==> src/sv/tmb_pkg.sv <==
// shared constants, codes and types of the timer bank
package tmb_pkg;

  localparam int NUM_TIMERS  = 16;
  localparam int SLOT_CAP    = 16;
  localparam int SLOT_COUNT  = (NUM_TIMERS < SLOT_CAP) ? NUM_TIMERS : SLOT_CAP;
  localparam int SLOT_W      = (SLOT_COUNT > 1) ? $clog2(SLOT_COUNT) : 1;
  localparam int QUEUE_DEPTH = 2;
  localparam int QPTR_W      = $clog2(QUEUE_DEPTH);
  localparam int QCNT_W      = $clog2(QUEUE_DEPTH + 1);

  // input action codes
  localparam logic [2:0] ACT_INIT    = 3'd0;
  localparam logic [2:0] ACT_START   = 3'd1;
  localparam logic [2:0] ACT_STOP    = 3'd2;
  localparam logic [2:0] ACT_DESTROY = 3'd3;
  localparam logic [2:0] ACT_TICK    = 3'd4;
  localparam logic [2:0] ACT_INFO    = 3'd5;

  // classified operations handed to the back end
  localparam logic [2:0] OP_INIT    = 3'd0;
  localparam logic [2:0] OP_START   = 3'd1;
  localparam logic [2:0] OP_STOP    = 3'd2;
  localparam logic [2:0] OP_DESTROY = 3'd3;
  localparam logic [2:0] OP_TICK    = 3'd4;
  localparam logic [2:0] OP_INFO    = 3'd5;
  localparam logic [2:0] OP_NOP     = 3'd7;

  // result kinds
  localparam logic [1:0] KIND_FIRED = 2'd0;
  localparam logic [1:0] KIND_INFO  = 2'd1;
  localparam logic [1:0] KIND_DONE  = 2'd2;

  // slot state codes
  localparam logic [2:0] SS_CREATED   = 3'd0;
  localparam logic [2:0] SS_STARTED   = 3'd1;
  localparam logic [2:0] SS_RUNNING   = 3'd2;
  localparam logic [2:0] SS_STOPPED   = 3'd3;
  localparam logic [2:0] SS_DESTROYED = 3'd4;

  typedef struct packed {
    logic [2:0]        op;
    logic [SLOT_W-1:0] slot;
    logic [31:0]       delay;
    logic [31:0]       period;
    logic              hard;
    logic [31:0]       tag;
  } cmd_t;

  typedef struct packed {
    logic [1:0]  kind;
    logic [3:0]  slot;
    logic [31:0] tag;
    logic [31:0] delay;
    logic [31:0] period;
    logic        hard;
    logic [2:0]  st;
    logic        last;
  } res_t;

endpackage

==> src/sv/tmb_if.sv <==
// valid/ready channel interfaces for requests and results
interface tmb_in_if;
  logic        valid;
  logic        ready;
  logic [2:0]  action;
  logic [3:0]  timer_index;
  logic [31:0] start_delay;
  logic [31:0] period;
  logic        hard_kind;
  logic [31:0] user_tag;

  modport source (output valid, action, timer_index, start_delay, period, hard_kind,
                  user_tag, input ready);
  modport sink (input valid, action, timer_index, start_delay, period, hard_kind,
                user_tag, output ready);
endinterface

interface tmb_out_if;
  logic        valid;
  logic        ready;
  logic [1:0]  result_kind;
  logic [3:0]  slot_out;
  logic [31:0] tag_out;
  logic [31:0] info_start_delay;
  logic [31:0] info_period;
  logic        info_hard;
  logic [2:0]  slot_state;
  logic        last;

  modport source (output valid, result_kind, slot_out, tag_out, info_start_delay,
                  info_period, info_hard, slot_state, last, input ready);
  modport sink (input valid, result_kind, slot_out, tag_out, info_start_delay,
                info_period, info_hard, slot_state, last, output ready);
endinterface

==> src/sv/tmb_front.sv <==
// request front end: accepts beats and classifies them into operations
module tmb_front (
  tmb_in_if.sink          cmd,
  input  logic            q_full,
  output logic            push,
  output tmb_pkg::cmd_t   push_cmd
);

  logic ok;

  always_comb begin
    ok = {1'b0, cmd.timer_index} < 5'(tmb_pkg::SLOT_COUNT);
    cmd.ready = !q_full;
    push = cmd.valid && !q_full;
    push_cmd.slot   = cmd.timer_index[tmb_pkg::SLOT_W-1:0];
    push_cmd.delay  = cmd.start_delay;
    push_cmd.period = cmd.period;
    push_cmd.hard   = cmd.hard_kind;
    push_cmd.tag    = cmd.user_tag;
    unique case (cmd.action)
      tmb_pkg::ACT_INIT:    push_cmd.op = ok ? tmb_pkg::OP_INIT : tmb_pkg::OP_NOP;
      tmb_pkg::ACT_START:   push_cmd.op = ok ? tmb_pkg::OP_START : tmb_pkg::OP_NOP;
      tmb_pkg::ACT_STOP:    push_cmd.op = ok ? tmb_pkg::OP_STOP : tmb_pkg::OP_NOP;
      tmb_pkg::ACT_DESTROY: push_cmd.op = ok ? tmb_pkg::OP_DESTROY : tmb_pkg::OP_NOP;
      tmb_pkg::ACT_TICK:    push_cmd.op = tmb_pkg::OP_TICK;
      tmb_pkg::ACT_INFO:    push_cmd.op = ok ? tmb_pkg::OP_INFO : tmb_pkg::OP_NOP;
      default:              push_cmd.op = tmb_pkg::OP_NOP;
    endcase
  end

endmodule

==> src/sv/tmb_queue.sv <==
// short operation queue between front and back end
module tmb_queue (
  input  logic          clk,
  input  logic          rst,
  input  logic          push,
  input  tmb_pkg::cmd_t push_cmd,
  output logic          full,
  output logic          head_valid,
  output tmb_pkg::cmd_t head_cmd,
  input  logic          pop
);

  tmb_pkg::cmd_t                 slots [tmb_pkg::QUEUE_DEPTH];
  logic [tmb_pkg::QPTR_W-1:0]    wp;
  logic [tmb_pkg::QPTR_W-1:0]    rp;
  logic [tmb_pkg::QCNT_W-1:0]    count;

  always_comb begin
    full       = count == tmb_pkg::QCNT_W'(tmb_pkg::QUEUE_DEPTH);
    head_valid = count != '0;
    head_cmd   = slots[rp];
  end

  always_ff @(posedge clk) begin
    if (rst) begin
      wp    <= '0;
      rp    <= '0;
      count <= '0;
    end else begin
      if (push) begin
        slots[wp] <= push_cmd;
        wp        <= wp + 1'b1;
      end
      if (pop) begin
        rp <= rp + 1'b1;
      end
      if (push && !pop) begin
        count <= count + 1'b1;
      end else if (pop && !push) begin
        count <= count - 1'b1;
      end
    end
  end

  a_no_overflow: assert property (@(posedge clk) disable iff (rst)
    count <= tmb_pkg::QCNT_W'(tmb_pkg::QUEUE_DEPTH))
    else $error("queue count beyond depth");

  a_pop_nonempty: assert property (@(posedge clk) disable iff (rst)
    pop |-> count != '0)
    else $error("pop from empty queue");

  a_push_not_full: assert property (@(posedge clk) disable iff (rst)
    push |-> !full)
    else $error("push into full queue");

endmodule

==> src/sv/tmb_back.sv <==
// back end: slot storage, command execution, tick scan and result register
module tmb_back (
  input  logic          clk,
  input  logic          rst,
  input  logic          q_valid,
  input  tmb_pkg::cmd_t q_cmd,
  output logic          q_pop,
  tmb_out_if.source     res
);

  localparam logic [1:0] B_IDLE = 2'd0;
  localparam logic [1:0] B_SCAN = 2'd1;
  localparam logic [1:0] B_DONE = 2'd2;

  logic [31:0] dly [tmb_pkg::SLOT_COUNT];
  logic [31:0] per [tmb_pkg::SLOT_COUNT];
  logic [31:0] rem [tmb_pkg::SLOT_COUNT];
  logic        hrd [tmb_pkg::SLOT_COUNT];
  logic [31:0] tag [tmb_pkg::SLOT_COUNT];
  logic [2:0]  sst [tmb_pkg::SLOT_COUNT];
  logic        act [tmb_pkg::SLOT_COUNT];

  logic [1:0]                 state;
  logic                       grp;
  logic [tmb_pkg::SLOT_W-1:0] scan_idx;
  tmb_pkg::res_t              ores;
  logic                       ores_valid;

  logic                       go;
  logic                       ld;
  tmb_pkg::res_t              ld_res;
  logic [tmb_pkg::SLOT_W-1:0] addr;
  logic [31:0]                r_dly;
  logic [31:0]                r_per;
  logic [31:0]                r_rem;
  logic                       r_hrd;
  logic [31:0]                r_tag;
  logic [2:0]                 r_st;
  logic                       r_act;
  logic [31:0]                first_cnt;
  logic                       sel;
  logic                       fires;
  logic                       scan_last;
  tmb_pkg::res_t              done_res;

  always_comb begin
    go        = !ores_valid || res.ready;
    addr      = (state == B_SCAN) ? scan_idx : q_cmd.slot;
    r_dly     = dly[addr];
    r_per     = per[addr];
    r_rem     = rem[addr];
    r_hrd     = hrd[addr];
    r_tag     = tag[addr];
    r_st      = sst[addr];
    r_act     = act[addr];
    first_cnt = (r_dly != '0) ? r_dly : r_per;
    sel       = r_act && (r_hrd == grp);
    fires     = (r_rem == 32'd0) || (r_rem == 32'd1);
    scan_last = scan_idx == tmb_pkg::SLOT_W'(tmb_pkg::SLOT_COUNT - 1);
    q_pop     = (state == B_IDLE) && q_valid && go;

    done_res      = '0;
    done_res.kind = tmb_pkg::KIND_DONE;
    done_res.last = 1'b1;

    ld     = 1'b0;
    ld_res = done_res;
    unique case (state)
      B_IDLE: begin
        if (q_pop && q_cmd.op != tmb_pkg::OP_TICK) begin
          ld = 1'b1;
          if (q_cmd.op == tmb_pkg::OP_INFO) begin
            ld_res        = '0;
            ld_res.kind   = tmb_pkg::KIND_INFO;
            ld_res.slot   = 4'(addr);
            ld_res.tag    = r_tag;
            ld_res.delay  = r_dly;
            ld_res.period = r_per;
            ld_res.hard   = r_hrd;
            ld_res.st     = r_st;
          end
        end
      end
      B_SCAN: begin
        if (go && sel && fires) begin
          ld          = 1'b1;
          ld_res      = '0;
          ld_res.kind = tmb_pkg::KIND_FIRED;
          ld_res.slot = 4'(addr);
          ld_res.tag  = r_tag;
          ld_res.st   = (r_per != '0) ? tmb_pkg::SS_STARTED : tmb_pkg::SS_STOPPED;
        end
      end
      B_DONE: begin
        ld = go;
      end
      default: begin
        ld = 1'b0;
      end
    endcase
  end

  always_ff @(posedge clk) begin
    if (rst) begin
      state      <= B_IDLE;
      grp        <= 1'b0;
      scan_idx   <= '0;
      ores_valid <= 1'b0;
      for (int i = 0; i < tmb_pkg::SLOT_COUNT; i++) begin
        dly[i] <= '0;
        per[i] <= '0;
        rem[i] <= '0;
        hrd[i] <= 1'b0;
        tag[i] <= '0;
        sst[i] <= tmb_pkg::SS_DESTROYED;
        act[i] <= 1'b0;
      end
    end else begin
      if (ld) begin
        ores       <= ld_res;
        ores_valid <= 1'b1;
      end else if (res.ready) begin
        ores_valid <= 1'b0;
      end

      unique case (state)
        B_IDLE: begin
          if (q_pop) begin
            unique case (q_cmd.op)
              tmb_pkg::OP_INIT: begin
                dly[addr] <= q_cmd.delay;
                per[addr] <= q_cmd.period;
                hrd[addr] <= q_cmd.hard;
                tag[addr] <= q_cmd.tag;
                rem[addr] <= (q_cmd.delay != '0) ? q_cmd.delay : q_cmd.period;
                act[addr] <= 1'b0;
                sst[addr] <= tmb_pkg::SS_CREATED;
              end
              tmb_pkg::OP_START: begin
                if (r_st == tmb_pkg::SS_CREATED || r_st == tmb_pkg::SS_STOPPED) begin
                  rem[addr] <= first_cnt;
                  sst[addr] <= tmb_pkg::SS_STARTED;
                  act[addr] <= 1'b1;
                end
              end
              tmb_pkg::OP_STOP: begin
                if (r_st == tmb_pkg::SS_STARTED || r_st == tmb_pkg::SS_RUNNING) begin
                  act[addr] <= 1'b0;
                  sst[addr] <= tmb_pkg::SS_STOPPED;
                end
              end
              tmb_pkg::OP_DESTROY: begin
                act[addr] <= 1'b0;
                sst[addr] <= tmb_pkg::SS_DESTROYED;
              end
              tmb_pkg::OP_TICK: begin
                state    <= B_SCAN;
                grp      <= 1'b1;
                scan_idx <= '0;
              end
              tmb_pkg::OP_INFO: begin
                state <= B_DONE;
              end
              default: begin
                state <= B_IDLE;
              end
            endcase
          end
        end
        B_SCAN: begin
          if (go) begin
            if (sel) begin
              if (fires) begin
                if (r_per != '0) begin
                  rem[addr] <= r_per;
                  sst[addr] <= tmb_pkg::SS_STARTED;
                end else begin
                  act[addr] <= 1'b0;
                  sst[addr] <= tmb_pkg::SS_STOPPED;
                end
              end else begin
                rem[addr] <= r_rem - 32'd1;
              end
            end
            if (scan_last) begin
              scan_idx <= '0;
              if (grp) begin
                grp <= 1'b0;
              end else begin
                state <= B_DONE;
              end
            end else begin
              scan_idx <= scan_idx + 1'b1;
            end
          end
        end
        B_DONE: begin
          if (go) begin
            state <= B_IDLE;
          end
        end
        default: begin
          state <= B_IDLE;
        end
      endcase
    end
  end

  always_comb begin
    res.valid            = ores_valid;
    res.result_kind      = ores.kind;
    res.slot_out         = ores.slot;
    res.tag_out          = ores.tag;
    res.info_start_delay = ores.delay;
    res.info_period      = ores.period;
    res.info_hard        = ores.hard;
    res.slot_state       = ores.st;
    res.last             = ores.last;
  end

  a_scan_exit: assert property (@(posedge clk) disable iff (rst)
    state == B_SCAN |=> state == B_SCAN || state == B_DONE)
    else $error("scan left without done marker");

  a_active_started: assert property (@(posedge clk) disable iff (rst)
    r_act |-> (r_st == tmb_pkg::SS_STARTED || r_st == tmb_pkg::SS_RUNNING))
    else $error("listed slot not in a started state");

  a_done_clean: assert property (@(posedge clk) disable iff (rst)
    (ores_valid && ores.last) |->
      (ores.kind == tmb_pkg::KIND_DONE && ores.tag == '0 && ores.slot == '0))
    else $error("done marker carries payload");

endmodule

==> src/sv/oneshot_periodic_timer_bank.sv <==
// top level of the one-shot/periodic countdown timer bank
//
//   channel  dir  beat contents
//   -------  ---  -------------------------------------------------------------
//   cmd      in   action, timer_index, start_delay, period, hard_kind, user_tag
//   res      out  result_kind, slot_out, tag_out, info_*, slot_state, last
//
// init/start/stop/destroy give only a done beat;
// info gives a report beat, then a done beat
// tick: after the pop, the back end walks every slot once for the hard group and
// once for the soft group, one slot a cycle while res does not stall, then gives
// the done beat
// reset clears all slot stores at once (states to destroyed); no clearing pass
// a stall on res holds the back end; the two-entry queue keeps cmd taking beats until full
module oneshot_periodic_timer_bank (
  input logic       clk,
  input logic       rst,
  tmb_in_if.sink    cmd,
  tmb_out_if.source res
);

  // classified operation from the front end
  logic          push;
  tmb_pkg::cmd_t push_cmd;
  logic          q_full;

  // head of the queue as seen by the back end
  logic          head_valid;
  tmb_pkg::cmd_t head_cmd;
  logic          pop;

  // decode action and range-check the slot index; out-of-range slots become no-ops
  tmb_front u_front (
    .cmd      (cmd),
    .q_full   (q_full),
    .push     (push),
    .push_cmd (push_cmd)
  );

  // decouples the request side from the slower back end
  tmb_queue u_queue (
    .clk        (clk),
    .rst        (rst),
    .push       (push),
    .push_cmd   (push_cmd),
    .full       (q_full),
    .head_valid (head_valid),
    .head_cmd   (head_cmd),
    .pop        (pop)
  );

  // slot storage, tick scan and registered result beat
  tmb_back u_back (
    .clk     (clk),
    .rst     (rst),
    .q_valid (head_valid),
    .q_cmd   (head_cmd),
    .q_pop   (pop),
    .res     (res)
  );

endmodule

==> src/flat_wrapper.sv <==
// flat-port wrapper written by rule: the top's interface ports become plain ports
module oneshot_periodic_timer_bank_flat 
  (clk, rst, cmd_valid, cmd_action, cmd_timer_index, cmd_start_delay, cmd_period, cmd_hard_kind, cmd_user_tag, cmd_ready, res_valid, res_result_kind, res_slot_out, res_tag_out, res_info_start_delay, res_info_period, res_info_hard, res_slot_state, res_last, res_ready);
  tmb_in_if cmd_i ();
  tmb_out_if res_i ();
  input logic clk;
  input logic rst;
  input wire logic [$bits(cmd_i.valid)-1:0] cmd_valid;
  input wire logic [$bits(cmd_i.action)-1:0] cmd_action;
  input wire logic [$bits(cmd_i.timer_index)-1:0] cmd_timer_index;
  input wire logic [$bits(cmd_i.start_delay)-1:0] cmd_start_delay;
  input wire logic [$bits(cmd_i.period)-1:0] cmd_period;
  input wire logic [$bits(cmd_i.hard_kind)-1:0] cmd_hard_kind;
  input wire logic [$bits(cmd_i.user_tag)-1:0] cmd_user_tag;
  output wire logic [$bits(cmd_i.ready)-1:0] cmd_ready;
  output wire logic [$bits(res_i.valid)-1:0] res_valid;
  output wire logic [$bits(res_i.result_kind)-1:0] res_result_kind;
  output wire logic [$bits(res_i.slot_out)-1:0] res_slot_out;
  output wire logic [$bits(res_i.tag_out)-1:0] res_tag_out;
  output wire logic [$bits(res_i.info_start_delay)-1:0] res_info_start_delay;
  output wire logic [$bits(res_i.info_period)-1:0] res_info_period;
  output wire logic [$bits(res_i.info_hard)-1:0] res_info_hard;
  output wire logic [$bits(res_i.slot_state)-1:0] res_slot_state;
  output wire logic [$bits(res_i.last)-1:0] res_last;
  input wire logic [$bits(res_i.ready)-1:0] res_ready;
  assign cmd_i.valid = cmd_valid;
  assign cmd_i.action = cmd_action;
  assign cmd_i.timer_index = cmd_timer_index;
  assign cmd_i.start_delay = cmd_start_delay;
  assign cmd_i.period = cmd_period;
  assign cmd_i.hard_kind = cmd_hard_kind;
  assign cmd_i.user_tag = cmd_user_tag;
  assign cmd_ready = cmd_i.ready;
  assign res_valid = res_i.valid;
  assign res_result_kind = res_i.result_kind;
  assign res_slot_out = res_i.slot_out;
  assign res_tag_out = res_i.tag_out;
  assign res_info_start_delay = res_i.info_start_delay;
  assign res_info_period = res_i.info_period;
  assign res_info_hard = res_i.info_hard;
  assign res_slot_state = res_i.slot_state;
  assign res_last = res_i.last;
  assign res_i.ready = res_ready;
  oneshot_periodic_timer_bank u_core (.clk(clk), .rst(rst), .cmd(cmd_i), .res(res_i));
endmodule
==> config.mk <==
export PLATFORM = sky130hd
export DESIGN_NAME = oneshot_periodic_timer_bank_flat
export DESIGN_NICKNAME = d
export VERILOG_FILES = /design/src/sv/tmb_pkg.sv /design/src/sv/tmb_if.sv /design/src/sv/tmb_front.sv /design/src/sv/tmb_queue.sv /design/src/sv/tmb_back.sv /design/src/sv/oneshot_periodic_timer_bank.sv /design/src/flat_wrapper.sv
export SDC_FILE = /design/constraint.sdc
export NUM_CORES = 2
export LEC_CHECK = 0
export ABC_CLOCK_PERIOD_IN_PS = 9900
export BUFFER_PORTS_ARGS = -buffer_cell sky130_fd_sc_hd__buf_2
export CORE_AREA = 5 5 496 498
export DETAILED_ROUTE_END_ITERATION = 12
export DIE_AREA = 0 0 501 503
export PLACE_DENSITY_LB_ADDON = 0.25
export SYNTH_ARGS = -nofsm -noshare
export SYNTH_HDL_FRONTEND = slang
export SYNTH_SLANG_ARGS = --single-unit
==> constraint.sdc <==
create_clock -name clk -period 9.9 [get_ports clk]
set_input_delay 1.485 -clock clk [delete_from_list [all_inputs] [get_ports clk]]
set_output_delay 1.485 -clock clk [all_outputs]
set_load 0.1 [all_outputs]
---- Word level (Yosys, flattened, before mapping) ----
Memories as Yosys holds them, arrays and structs flattened. A register that Yosys moved wholly into a read port is not among the register bits.
Cells that the tools add are included.
Widths: inputs -> output; s select.
storage, ports and cells
  register bits after elaboration ......... 119
  memories ................................ 8
  bits of input ports ..................... 108
  bits in writable memories ............... 2336
memory list
  name                  depth  width  rd ports  clocked after memory_dff  wr ports  RTL line         RTL
  u_core.u_back.dly     16     32     1         0                         16        tmb_back.sv:15   logic [31:0] dly [tmb_pkg::SLOT_COUNT];
  u_core.u_back.per     16     32     1         0                         16        tmb_back.sv:16   logic [31:0] per [tmb_pkg::SLOT_COUNT];
  u_core.u_back.rem     16     32     1         0                         16        tmb_back.sv:17   logic [31:0] rem [tmb_pkg::SLOT_COUNT];
  u_core.u_back.tag     16     32     1         0                         16        tmb_back.sv:19   logic [31:0] tag [tmb_pkg::SLOT_COUNT];
  u_core.u_queue.slots  2      104    1         1                         1         tmb_queue.sv:13  tmb_pkg::cmd_t slots [tmb_pkg::QUEUE_DEPTH];
  u_core.u_back.sst     16     3      1         0                         16        tmb_back.sv:20   logic [2:0] sst [tmb_pkg::SLOT_COUNT];
  2 more memories       n/a    n/a    n/a       n/a                       n/a       n/a
operators by class
  add/subtract/negate cells ............... 6
  mux-type cells .......................... 115
  eq/ne operators ......................... 27
  reduce and logical (&&, ||, !) cells .... 41
  bitwise gates (word level) .............. 13
operator list
  cell                   count
  $mux 107               3
  $mux 32                9
  $pmux 107 s2           1
  $reduce_or 32->1       4
  $reduce_bool 32->1     3
  $mux 1                 70
  $mux 4                 12
  $eq 32x1->1 const B    1
  $logic_not 32->1       1
  $sub 32x1->32 const B  1
  $eq 3x2->1 const B     6
  $mux 3                 6
  $pmux 3 s6             1
  $mux 2                 8
  $eq 3x3->1 const B     4
  $or 1x1->1             12
  $pmux 2 s3             2
  $ne 2x2->1 const B     5
  $eq 3x1->1 const B     3
  $logic_and 1x1->1      9
  $logic_not 3->1        3
  $pmux 4 s2             1
  $reduce_bool 2->1      4
  $reduce_and 6->1       1
  other kinds (22)       32

---- Depth between registers and ports, before layout ----
An unclocked memory read counts as a cell.
  depth after elaboration ................. 18
  mapped depth ............................ 25
  gate-level depth less buffers ........... 15

---- Hierarchy ----
From an unflattened synthesis, not the netlist that was laid out.
second synthesis, totals
  cells, all modules ...................... 7839
  area, all modules ....................... 113938.0 sq um
modules (own cells, without submodules)
  module     seq. area each (sq um)  area an instance (sq um)  times used  cells each
  tmb_back   67244.5                 105187.1                  1           7387
  tmb_queue  6346.1                  7967.6                    1           346
  tmb_front  0.0                     783.3                     1           106

---- Least setup slack after synthesis ----
Ideal clock, no wire load.
  kind .................................... in2reg
  start ................................... input rst
  end ..................................... memory u_core.u_queue.slots[1][0] (netlist name) (enable)
  setup time .............................. 0.716 ns
  path slack .............................. -0.233 ns
  arrival time ............................ 9.417 ns
  stages on the path ...................... 3
  path through ............................ clkbuf_1 > clkbuf_1 > nor3b_1
on the way
  word-level cells in the longest chain between the ends .. 2
RTL lines
  what                          RTL line           RTL
  start: declaration            flat_wrapper.sv:7  input logic rst;
  $mux 1                        tmb_queue.sv:25    if (rst) begin
  $mux 1 (implied by the code)  tmb_queue.sv:31    slots[wp] <= push_cmd;
  end: declaration              tmb_queue.sv:13
No other way between the ends.

==> impl_metrics.toml <==
[place]
place_hpwl_um = 202600
pre_cts_ws_ns = 2.142
port_buffers = 216
dpl.cell_count = 11550
place_congestion = 0.8943
postPlaceCellArea_um2 = 112100

[logic_synthesis]
ys_seq_area_share_pct = 68.27
synth-seq-cells = 2455
yosysWarnings = 0
synth_area_um2 = 107800
yosys-top-cells-area = "edfxtp_1 (68%), nor2_1 (6.2%), nand2_1 (4.4%), mux4_2 (3.3%), nor3_1 (2.2%)"
synth-main-ff-cell = "edfxtp_1"
synthTopCellsByCount = "edfxtp_1 (2442), nor2_1 (1780), nand2_1 (1258)"
syn_inst = 8685
yosysMostFrequentCell = "edfxtp_1"
synth-edff-count = 2442
syn-num-nets = 8798
synthDominantCellAreaShare_pct = 68.03
ys_types = 84
async_flop_share_pct = 0
synth_top_cell_by_area = "edfxtp_1"
syn_avg_cell_area_um2 = 12.41

[global_route]
first_global_vias = 73260
overflow = 0
groute.usage.overall_pct = 27.81
grt_max_degree = 156
antenna_found_initial = 12
grt_pass1_wl_um = 513100

[final_layout]
postLayoutCellArea_um2 = 120500
fillers = 20730
final_cell_count_no_fill = 12040
finish.utilization_pct = 49.87
drive_gt1_share_pct = 13.88
nNetsFinal = 8748
area_growth_pct = 11.80

[sta]
fin_crit_sh_pct = 80.74
worst_clock_skew_ns = 0.09487
min_period_ns = 7.994
tightestPinTransition_ns = 1.427
finalWorstSetupSlack_ns = 1.907
max_freq_mhz = 125.1
setup_viol = 0
fin_hold_ws_ns = 0.5100
slew_headroom_pct = 4.513
setup-tns-final_ns = 0
finalMaxSlewViolations = 0
grt_setup_unrepaired = "no"
finalHoldViolations = 0

[job]
maxCapViolCount = 0

[setup_path]
cpPeakStageDelay_ns = 0.94
path_buf_inv = 3
critical_path_required_ns = 10.51
reg2reg_slack_ns = 1.91
arrival_ns = 8.60
crit_top_cell = "buf_4"
end_kind = "flip-flop"
crit_family = "compound AO/OA/AOI/OAI gates"
crit_slowest_cell = "o21ai_4"
cp_max_fo = 67
cp_cell_sequence = "nand2b_1 -> mux2i_4 -> buf_4 -> nor2_4 -> buf_4 -> and3_1 -> a311o_1 -> or4_4 -> or3b_1 -> o21ai_4 -> buf_4 -> o21ai_0 -> a21oi_2 -> nor3_1"
crit_type = "flip-flop to flip-flop"
cp-start-kind = "flip-flop"

[floorplan]
design.die.area_um2 = 252000
ios = 217
die_w_um = 501
rows = 181
core_area_um2 = 241600
die_h_um = 503
start_util_pct = 44.61

[clock_network]
cts_made_buffers = 283
cts.repair.resized = 0
h-tree-depth = 5
clockBufferDepth = 4
clkTransAtPathRegs_ns = 0.06
clock_sinks = 2455
clock_latency_ns = 0.96
postCtsSetupBuffers = 0
cts_tree = "yes"
hold_buffers = 0
root_buffer = "clkbuf_16"

[routing]
drtIter0Drc = 10730
wl_per_cell_um = 29.89
antenna_left = 0
firstDrtPassIters = 7
drc = 0
vias = 75800
vias_per_cell = 6.298
routed_wl_um = 359700

[power]
p_per_area_nw_per_um2 = 250.5
report.power.total_mw = 30.19
ir_drop_mv = 0.1718
p_leak_nw = 42.21

[worst_hold_path]
hp-class = "flip-flop to flip-flop"

[run_status]
outcome = "finished, final reports clean"
-- where the power goes --
| part | internal [mW] | switching [mW] | total [mW] |
|---|---|---|---|
| registers | 12.0 | 0.185 | 12.2 |
| clock network | 5.66 | 4.10 | 9.77 |
| logic | 2.08 | 6.14 | 8.23 |
| total | 19.8 | 10.4 | 30.2 |
-- layout by cell type (no fill, tap or decap), types with 45 or more instances in the layout --
cell type,instances
edfxtp_1,2442
nor2_1,1772
nand2_1,1241
nor3_1,464
a21oi_1,339
clkbuf_16,291
buf_4,224
a32oi_1,217
buf_2,216
mux4_2,160
a211oi_1,121
nand3_1,108
mux2i_1,93
a22oi_1,86
a311oi_1,68
clkbuf_1,68
mux2i_2,62
clkinv_1,59
and3_1,56
o211a_1,56
o211ai_1,45
-- worst min-delay path: stages, from the launching register on --
cell,delay [ns]
dfxtp_1,0.32
xor2_1,0.08
nor2_1,0.07
-- registers in the layout (all words and copies together), names as in the netlist, 2 cells and up, named ones only --
register,cells
u_core.u_back.res.info_period,32
u_core.u_back.sst,48
u_core.u_back.res.result_kind,2
u_core.u_queue.slots,208
u_core.u_back.tag,512
u_core.u_back.hrd,16
u_core.u_back.scan_idx,4
u_core.u_back.res.slot_out,4
u_core.u_back.res.info_start_delay,32
u_core.u_queue.count,2
u_core.u_back.per,512
u_core.u_back.res.tag_out,32
u_core.u_back.dly,512
u_core.u_back.act,16
u_core.u_back.state,2
u_core.u_back.res.slot_state,3
u_core.u_back.rem,512
-- area by class of cell --
class                      count  area (um2)  area share (%)
inverter                      13       48.80         0.04049
antenna                        6       15.01         0.01246
tap                         3202        4006           3.324
multi-input combinational   5411       31060           25.77
sequential                  2455       73590           61.07
clock inverter               114       818.3          0.6790
clock buffer                 363        7592           6.300
timing repair buffer         471        3383           2.807
-- logic make-up (layout without fill, tap and decap cells) --
group | after synthesis | count (layout) | share of synthesized area (%)
compound gates | 1142 | 1142 | 7.669
other cells | 0 | 6 | 0
buf+inv | 819 | 961 | 3.594
flops | 2455 | 2455 | 68.27
fa+ha+maj | 5 | 5 | 0.05804
mux | 335 | 335 | 4.990
simple gates | 3897 | 3897 | 15.15
xor+xnor | 32 | 32 | 0.2670
-- metal layers --
layer  vias up  track usage (%)  routed length, um
met5         -                0                 41
met4         6            13.63              20370
met3      1021            6.213              42430
met2      5209            43.30             163700
met1     37920            37.12             133100
li1      31640                -                  -
-- worst paths after layout --
path,cells after the start,from,endpoint
setup / recovery,14,u_core.u_back.state[1]$_SDFFE_PP0P_,u_core.u_back.rem[1][25]$_SDFFCE_PN0P_
hold / removal,2,u_core.u_queue.rp$_SDFFE_PP0P_,u_core.u_queue.rp$_SDFFE_PP0P_
setup reg to reg,14,u_core.u_back.state[1]$_SDFFE_PP0P_,u_core.u_back.rem[1][25]$_SDFFCE_PN0P_
hold reg to reg,2,u_core.u_queue.rp$_SDFFE_PP0P_,u_core.u_queue.rp$_SDFFE_PP0P_
(Power assumes the default switching activity.)
